File: src/isq64_pkg.sv
// ---------------------------------------------------------------------------
// isq64_pkg: shared types and constants for the 64-bit integer square root
// Widths of the radicand, root and partial remainder, and the item record
// that moves from cell to cell along the chain.
// ---------------------------------------------------------------------------
`default_nettype none

package isq64_pkg;

    localparam int RAD_W   = 64;
    localparam int ROOT_W  = RAD_W / 2;
    localparam int REM_W   = ROOT_W + 2;  // remainder never exceeds 2*root
    localparam int STEPS   = ROOT_W;      // one root bit per cell

    typedef struct packed {
        logic [RAD_W-1:0]  rad;   // radicand bits not yet consumed, MSB first
        logic [REM_W-1:0]  rem;   // partial remainder
        logic [ROOT_W-1:0] root;  // root bits resolved so far
    } t_isq_data;

endpackage

`default_nettype wire

File: src/isq64_cell.sv
// ---------------------------------------------------------------------------
// isq64_cell: one digit step of the square root chain
// Brings in two radicand bits, tries root bit one against the remainder and
// registers the updated item. Per-cell valid with bubble collapsing ready.
// ---------------------------------------------------------------------------
`default_nettype none

module isq64_cell (
    input  wire                   i_clk,
    input  wire                   i_rst_n,
    input  wire                   i_valid,
    output logic                  o_ready,
    input  wire isq64_pkg::t_isq_data i_data,
    output logic                  o_valid,
    input  wire                   i_ready,
    output isq64_pkg::t_isq_data  o_data
);
    import isq64_pkg::*;

    localparam int TRIAL_W = REM_W + 2;

    logic                 r_valid;
    t_isq_data            r_data;
    t_isq_data            n_data;
    logic [TRIAL_W-1:0]   w_cur;
    logic [TRIAL_W-1:0]   w_trial;
    logic [TRIAL_W:0]     w_diff;
    logic                 w_take;

    // trial divisor is 4*root + 1
    always_comb begin
        w_cur   = {i_data.rem, i_data.rad[RAD_W-1 -: 2]};
        w_trial = {{(TRIAL_W-ROOT_W-2){1'b0}}, i_data.root, 2'b01};
        w_diff  = {1'b0, w_cur} - {1'b0, w_trial};
        w_take  = ~w_diff[TRIAL_W];

        n_data.rad  = {i_data.rad[RAD_W-3:0], 2'b00};
        n_data.rem  = w_take ? w_diff[REM_W-1:0] : w_cur[REM_W-1:0];
        n_data.root = {i_data.root[ROOT_W-2:0], w_take};
    end

    assign o_ready = ~r_valid | i_ready;

    always_ff @(posedge i_clk) begin
        if (!i_rst_n) begin
            r_valid <= 1'b0;
        end else if (o_ready) begin
            r_valid <= i_valid;
        end
    end

    always_ff @(posedge i_clk) begin
        if (i_valid && o_ready) begin
            r_data <= n_data;
        end
    end

    assign o_valid = r_valid;
    assign o_data  = r_data;

endmodule

`default_nettype wire

File: src/integer_square_root_64_top.sv
// ---------------------------------------------------------------------------
// integer_square_root_64_top: pipelined 64-bit integer square root
// Returns floor(sqrt(radicand)) as a 32-bit root, one item per cycle without stalls.
// ---------------------------------------------------------------------------
// The block takes one unsigned 64-bit radicand per cycle and returns the floor
// of its square root on o_root, exactly one result item per input item, in
// order. It is a chain of 32 identical cells; each cell resolves one root bit,
// MSB first, with the restoring digit-by-digit method (no multiplier: one
// 36-bit subtract and compare per cell). Throughput is one item per clock
// unless the output stalls; an item is registered in each cell in turn on
// its way to o_out_valid. Each cell has its own valid bit and ready is collapsed
// backwards, so empty slots are squeezed out while the output is stalled and
// o_in_ready only drops once every cell holds an item. No state survives an
// item; reset clears only the valid bits.
`default_nettype none

module integer_square_root_64_top (
    input  wire                             i_clk,
    input  wire                             i_rst_n,
    input  wire                             i_in_valid,
    output logic                            o_in_ready,
    input  wire  [isq64_pkg::RAD_W-1:0]     i_radicand,
    output logic                            o_out_valid,
    input  wire                             i_out_ready,
    output logic [isq64_pkg::ROOT_W-1:0]    o_root
);
    import isq64_pkg::*;

    // link k feeds cell k; link STEPS is the chain's output
    logic       w_valid [STEPS+1];
    logic       w_ready [STEPS+1];
    t_isq_data  w_data  [STEPS+1];
    logic [STEPS-1:0] w_full;

    assign w_valid[0]       = i_in_valid;
    assign o_in_ready       = w_ready[0];
    assign w_data[0].rad    = i_radicand;
    assign w_data[0].rem    = '0;
    assign w_data[0].root   = '0;

    for (genvar k = 0; k < STEPS; k++) begin : g_cell
        isq64_cell u_cell (
            .i_clk   (i_clk),
            .i_rst_n (i_rst_n),
            .i_valid (w_valid[k]),
            .o_ready (w_ready[k]),
            .i_data  (w_data[k]),
            .o_valid (w_valid[k+1]),
            .i_ready (w_ready[k+1]),
            .o_data  (w_data[k+1])
        );
        assign w_full[k] = w_valid[k+1];
    end

    assign w_ready[STEPS] = i_out_ready;
    assign o_out_valid    = w_valid[STEPS];
    assign o_root         = w_data[STEPS].root;

    // ---- checks ----

    // finished remainder must not exceed twice the root
    a_rem_bound: assert property (@(posedge i_clk) disable iff (!i_rst_n)
        o_out_valid |-> ({1'b0, w_data[STEPS].rem} <= {2'b00, o_root, 1'b0}))
        else $error("remainder out of range for finished root");

    // input only back-pressured when every cell is occupied
    a_full_stall: assert property (@(posedge i_clk) disable iff (!i_rst_n)
        !o_in_ready |-> (&w_full))
        else $error("input stalled with a free cell in the chain");

    // items in flight change only by accepted input and output items
    a_item_count: assert property (@(posedge i_clk) disable iff (!i_rst_n)
        1'b1 |=> ($countones(w_full) == $past($countones(w_full))
                  + $past(int'(i_in_valid && o_in_ready))
                  - $past(int'(o_out_valid && i_out_ready))))
        else $error("item lost or duplicated in the chain");

endmodule

`default_nettype wire

File: config.mk
export PLATFORM = sky130hd
export DESIGN_NAME = integer_square_root_64_top
export DESIGN_NICKNAME = d
export VERILOG_FILES = /design/src/isq64_pkg.sv /design/src/isq64_cell.sv /design/src/integer_square_root_64_top.sv
export SDC_FILE = /design/constraint.sdc
export NUM_CORES = 2
export LEC_CHECK = 0
export ABC_AREA = 1
export BUFFER_PORTS_ARGS = -buffer_cell sky130_fd_sc_hd__buf_2
export CAP_MARGIN = 0
export CORE_ASPECT_RATIO = 1.5
export CORE_MARGIN = 2
export CORE_UTILIZATION = 57
export CTS_CLUSTER_SIZE = 20
export DETAILED_ROUTE_END_ITERATION = 10
export PLACE_DENSITY = 0.76
export SYNTH_ARGS = -nofsm -noshare
export SYNTH_HDL_FRONTEND = slang
export SYNTH_SLANG_ARGS = --single-unit
File: constraint.sdc
create_clock -name i_clk -period 6.7 [get_ports i_clk]
set_clock_uncertainty 0.2 [all_clocks]
set_input_delay 1.34 -clock i_clk [delete_from_list [all_inputs] [get_ports i_clk]]
set_output_delay 1.34 -clock i_clk [all_outputs]
set_load 0.03 [all_outputs]
Word-level counts from Yosys, hierarchy flattened
Cells that the tools add are included.
{ "totals": {"output_inout_bits": 34, "in_bits": 68, "regBits": 2575, "wordCells": 318} }
{ "classes": {"n_reduce_logical": 32, "addsub": 32, "n_mux": 31, "n_bitwise": 96} }
{ "ops": {"columns": ["operator", "n"], "rows": [
  ["$mux 34", 30],
  ["$not 1->1", 64],
  ["$sub 36x10->37", 1],
  ["$sub 36x11->37", 1],
  ["$sub 36x12->37", 1],
  ["$sub 36x13->37", 1],
  ["$sub 36x14->37", 1],
  ["$sub 36x15->37", 1],
  ["$sub 36x16->37", 1],
  ["$sub 36x17->37", 1],
  ["$sub 36x18->37", 1],
  ["$sub 36x19->37", 1],
  ["$sub 36x20->37", 1],
  ["$sub 36x21->37", 1],
  ["$sub 36x22->37", 1],
  ["$sub 36x23->37", 1],
  ["$sub 36x24->37", 1],
  ["$sub 36x25->37", 1],
  ["$sub 36x26->37", 1],
  ["$sub 36x27->37", 1],
  ["$sub 36x28->37", 1],
  ["$sub 36x29->37", 1],
  ["$sub 36x3->37", 1],
  ["$sub 36x30->37", 1],
  ["other kinds (13)", 75]
]} }

Logic depth before layout (Yosys ltp)
{ "logic_depth": {"depth_word": 34, "ltp_mapped": 24} }

Cells and area by module
A second synthesis with hierarchy kept.
{ "hier_totals": {"cells_unflattened": 23715, "hier_area_um2": 221047.0} }
{ "modules_own_cells": {"columns": ["module", "instances", "area_per_inst_um2", "cells_each"], "rows": [
  ["isq64_cell at g_cell[23].u_cell ...", 17, 6912.9, 742],
  ["isq64_cell at g_cell[0].u_cell ...", 15, 6901.6, 740],
  ["integer_square_root_64_top", 1, 3.8, 1]
]} }

Least setup slack after synthesis
No wires, ideal clock.
{ "synth_timing": {"kind": "input-to-reg", "from": "input i_out_ready", "to": "register g_cell[3].u_cell.r_data (netlist bit g_cell[3].u_cell.o_data[0]), enable pin", "slack_ns": -0.315, "path_stages": 16, "setup_time_ns": 0.548, "n_path_buf": 0, "arrival_time_ns": 6.267, "path_cell_list": "inv_1 nand4_4 nor3_4 nand4_2 nor2_4 nand4_4 nor2_4 nand4_4 nor2_4 nand4_4 nor2_4 nand4_4 nor2_4 nand4_4 nor2_4 nor2_1"} }
{ "synth_between": {"elab_chain_len": 30} }
{ "synth_rtl": {"columns": ["element", "line_no", "text"], "rows": [
  ["start: declaration", "integer_square_root_64_top.sv:24", "input wire i_out_ready,"],
  ["$or 1x1->1 (29 in series)", "isq64_cell.sv:42", "assign o_ready = ~r_valid | i_ready;"],
  ["$logic_and 1x1->1", "isq64_cell.sv:53", "if (i_valid && o_ready) begin"],
  ["end signal: assignment", "isq64_cell.sv:54", "r_data <= n_data;"],
  ["end: declaration", "isq64_cell.sv:23", "t_isq_data r_data;"]
]} }
No other way between the ends.
A chain may end at the register's enable or synchronous reset.

Worst setup path after layout
{ "layout_timing": {"from": "input i_out_ready", "to": "output o_in_ready"} }
{ "layout_between": {"elab_chain_len": 32} }
{ "layout_rtl": {"columns": ["element", "line_no", "text"], "rows": [
  ["$or 1x1->1 (32 in series)", "isq64_cell.sv:42", null],
  ["end: declaration", "integer_square_root_64_top.sv:21", "output logic o_in_ready,"]
]} }
No other way between the ends.

==> flow_summary.ini <==
[status]
status = finished clean

[setup_path]
endpoint_kind = output port
worst-r2r-cell-count = 18
arrival_ns = 4.45
r2r_slack_ns = 1.93
cp_max_fo = 5
r2r-end = g_cell[21].u_cell.o_data[65]
path_class = primary input to output port
cp-start-kind = primary input
required_ns = 5.16
reg2reg_from = g_cell[20].u_cell.o_data[1]

[final_layout]
stdcell_area_sq_um = 129800
final_cells = 13270
final_util_pct = 63.11
fillers = 15382
num-nets-final = 11005
layout_commonest_cell = edfxtp_1
layout_common_cells = 2523 x edfxtp_1, 1407 x inv_1, 1356 x nand2_1
area_growth_pct = 10.10
layout-drive-gt1-share_pct = 5.958

[routing]
firstDrtPassIters = 6
viasPerCell = 5.481
antenna_left = 0
wl_per_cell_um = 18.22
drcViolationCount = 0
wl_um = 241800
drtIter0Drc = 4625
via_count = 72734

[synthesis]
synth_fp_nets = 10717
synth_flop_cell = edfxtp_1
ys.warnings.count = 0
ys_ff_latch = 2555
yosysSeqAreaShare_pct = 64.79
synth_edf_count = 2523
syn_inst = 10119
ys_types = 69
ys_async_sr_fraction_pct = 0
synthesis.area_sq_um = 117900
avgSynthCellArea_sq_um = 11.65

[place]
dp_hpwl_um = 181300
place_inst = 12851
placed_cell_area_sq_um = 122100
portBuffers = 101
place_congestion = 0.9466

[global_routing]
grt_pass1_vias = 74271
grt_max_degree = 96
grt_usage_pct = 22.78
grt_overflow = 0
antenna_found_initial = 2
grt_pass1_wl_um = 382400

[clocking]
cts-resized-gates = 0
clk_pin_slew_ns = 0.07
cts_sinks = 2555
cts-htree-levels = 4
cts.root.buffer_cell = clkbuf_16
clk_latency_ns = 0.89
cts_tree = yes
post-cts-setup-buffer-count = 0
clock_path_buffers = 4
ctsHoldBuffers = 0
cts_made_buffers = 232

[die]
die_area_sq_um = 210600
ios = 102
rows = 204
die_height_um = 561.1
die_w_um = 375.4
coreArea_sq_um = 205700
start_util_pct = 57.32

[hold_path]
holdPathEnd = g_cell[14].u_cell.o_data[128]
holdPathStages = 0
holdCritStartpoint = g_cell[13].u_cell.o_data[126]
hold_path_class = register to register

[job]
max_cap_violations = 0

[sta]
rsz0062_at_grt = false
worst_slew_margin_rel_pct = 22.36
post-route-period-util_pct = 89.48
setup-tns-final_ns = 0
hold_viol = 0
fin_crit_ns = 5.995
slew_violations = 0
max_freq_mhz = 166.8
worst_slew_pin_slew_ns = 1.165
setup_viol = 0

[pwr]
p_leak_nw = 48.92
power_per_cell_area_nw_per_um2 = 240.4
ir_drop_mv = 0.4005
power_mw = 31.21
-- per-stage QoR --
| step | setup slack, ns | hold WS, ns |
|---|---|---|
| floorplan | 0.02136 | 0.2003 |
| CTS | 0.6818 | 0.1824 |
| global placement | 0.7243 | 0.2000 |
| finish | 0.7050 | 0.1853 |
| global route | 0.4407 | 0.1951 |
| detailed placement | 0.6938 | 0.2045 |
-- worst max-delay path, stage by stage --
cell and delay, ns:
buf_2 0.09, inv_1 0.12, nand4_4 0.18, nor3_4 0.26
nand4_2 0.17, nor2_4 0.22, nand4_4 0.14, nor2_4 0.20
nand4_4 0.13, nor2_4 0.20, nand4_4 0.13, nor2_4 0.21
nand4_4 0.15, nor2_4 0.17, nand4_4 0.12, nor2_4 0.19
nand4_2 0.17, buf_2 0.23
-- how the worst max path moves through the flow --
stage	start	endpoint	slack, ns	cells after the start
finish	i_out_ready	o_in_ready	0.71	18
global route	i_out_ready	o_in_ready	0.44	18
CTS	i_out_ready	o_in_ready	0.68	18
detailed placement	i_out_ready	o_in_ready	0.69	18
global placement	i_out_ready	o_in_ready	0.72	18
floorplan	i_out_ready	g_cell[8].u_cell.o_data[0]	0.02	14
-- per-layer routing --
layer / part of all wire (%) / up-vias / GRT usage [%]
li1: - / 35678 / -
met1: 35 / 34838 / 22.97
met2: 57 / 1609 / 45.81
met3: 3.3 / 609 / 2.646
met4: 4.7 / 0 / 10.33
met5: 0 / - / 0
-- report_power, final --
| group | total [mW] | leakage (nW) | internal (mW) | switching, mW |
|---|---|---|---|---|
| logic | 0.171 | 22.1 | 0.0579 | 0.113 |
| registers | 17.4 | 23.1 | 17.4 | 0.0342 |
| clock network | 13.6 | 3.75 | 7.81 | 5.79 |
-- registers in the layout (all words and copies together), names as in the netlist --
signal / count
g_cell.u_cell.o_data: 2523
g_cell.u_cell.o_valid: 32
-- cell usage after synthesis, types with 3 or more instances --
| library cell | instances | area [sq um] |
|---|---|---|
| dfxtp_1 | 32 | 640.6 |
| xnor2_1 | 388 | 3398 |
| o31ai_1 | 16 | 120.1 |
| a31oi_1 | 57 | 356.6 |
| o41ai_1 | 5 | 43.79 |
| nor4_1 | 93 | 581.8 |
| a22oi_1 | 4 | 30.03 |
| inv_1 | 1423 | 5341 |
| a211o_1 | 4 | 35.03 |
| a21o_1 | 15 | 112.6 |
| or2_2 | 32 | 200.2 |
| nand4_4 | 6 | 127.6 |
| a21boi_1 | 22 | 165.2 |
| a211oi_1 | 20 | 150.1 |
| nand4_1 | 110 | 688.2 |
| or2_1 | 6 | 37.54 |
| nor2_4 | 7 | 78.83 |
| clkbuf_1 | 91 | 341.6 |
| ha_1 | 530 | 6631 |
| edfxtp_1 | 2523 | 75760 |
| inv_2 | 17 | 63.81 |
| buf_2 | 11 | 55.05 |
| o221ai_1 | 7 | 61.31 |
| nor2_1 | 969 | 3637 |
| o311ai_0 | 4 | 35.03 |
| o21a_1 | 25 | 187.7 |
| nand3b_1 | 23 | 172.7 |
| xor2_1 | 466 | 4081 |
| a21oi_1 | 709 | 3548 |
| o211ai_1 | 29 | 217.7 |
| nand3_1 | 226 | 1131 |
| nor3b_1 | 5 | 37.54 |
| and3_1 | 3 | 18.77 |
| o21ai_1 | 76 | 380.4 |
| nor3_1 | 149 | 745.7 |
| o21ai_0 | 549 | 2748 |
| a221oi_1 | 7 | 61.31 |
| o2111ai_1 | 10 | 87.58 |
| nand2_1 | 1357 | 5094 |
| o21bai_1 | 52 | 390.4 |
| buf_1 | 4 | 15.01 |
-- cells by family (layout without fill, tap and decap cells) --
family                     after synthesis  in the layout  synth area share [%]
other                                    1              3              0.003180
and+or+nand+nor                       3002           3002                 10.76
adders and majority gates              530            530                 5.623
AOI/OAI and AO/OA                     1627           1627                 7.527
buffers and inverters                 1550           2021                 4.961
DFF                                   2555           2555                 64.79
xor gates and xnor gates               854            854                 6.342
-- layout make-up --
class	count	area, sq um	share of cell area (%)
clock inverter	152	1783	1.373
clock buffer	265	5992	4.615
tap	2678	3351	2.581
inverter	1441	5416	4.172
timing repair buffer	163	1059	0.8152
multi-input combinational	6014	35830	27.60
sequential	2555	76400	58.84
antenna	2	5.005	0.003855
(Power assumes the default switching activity.)
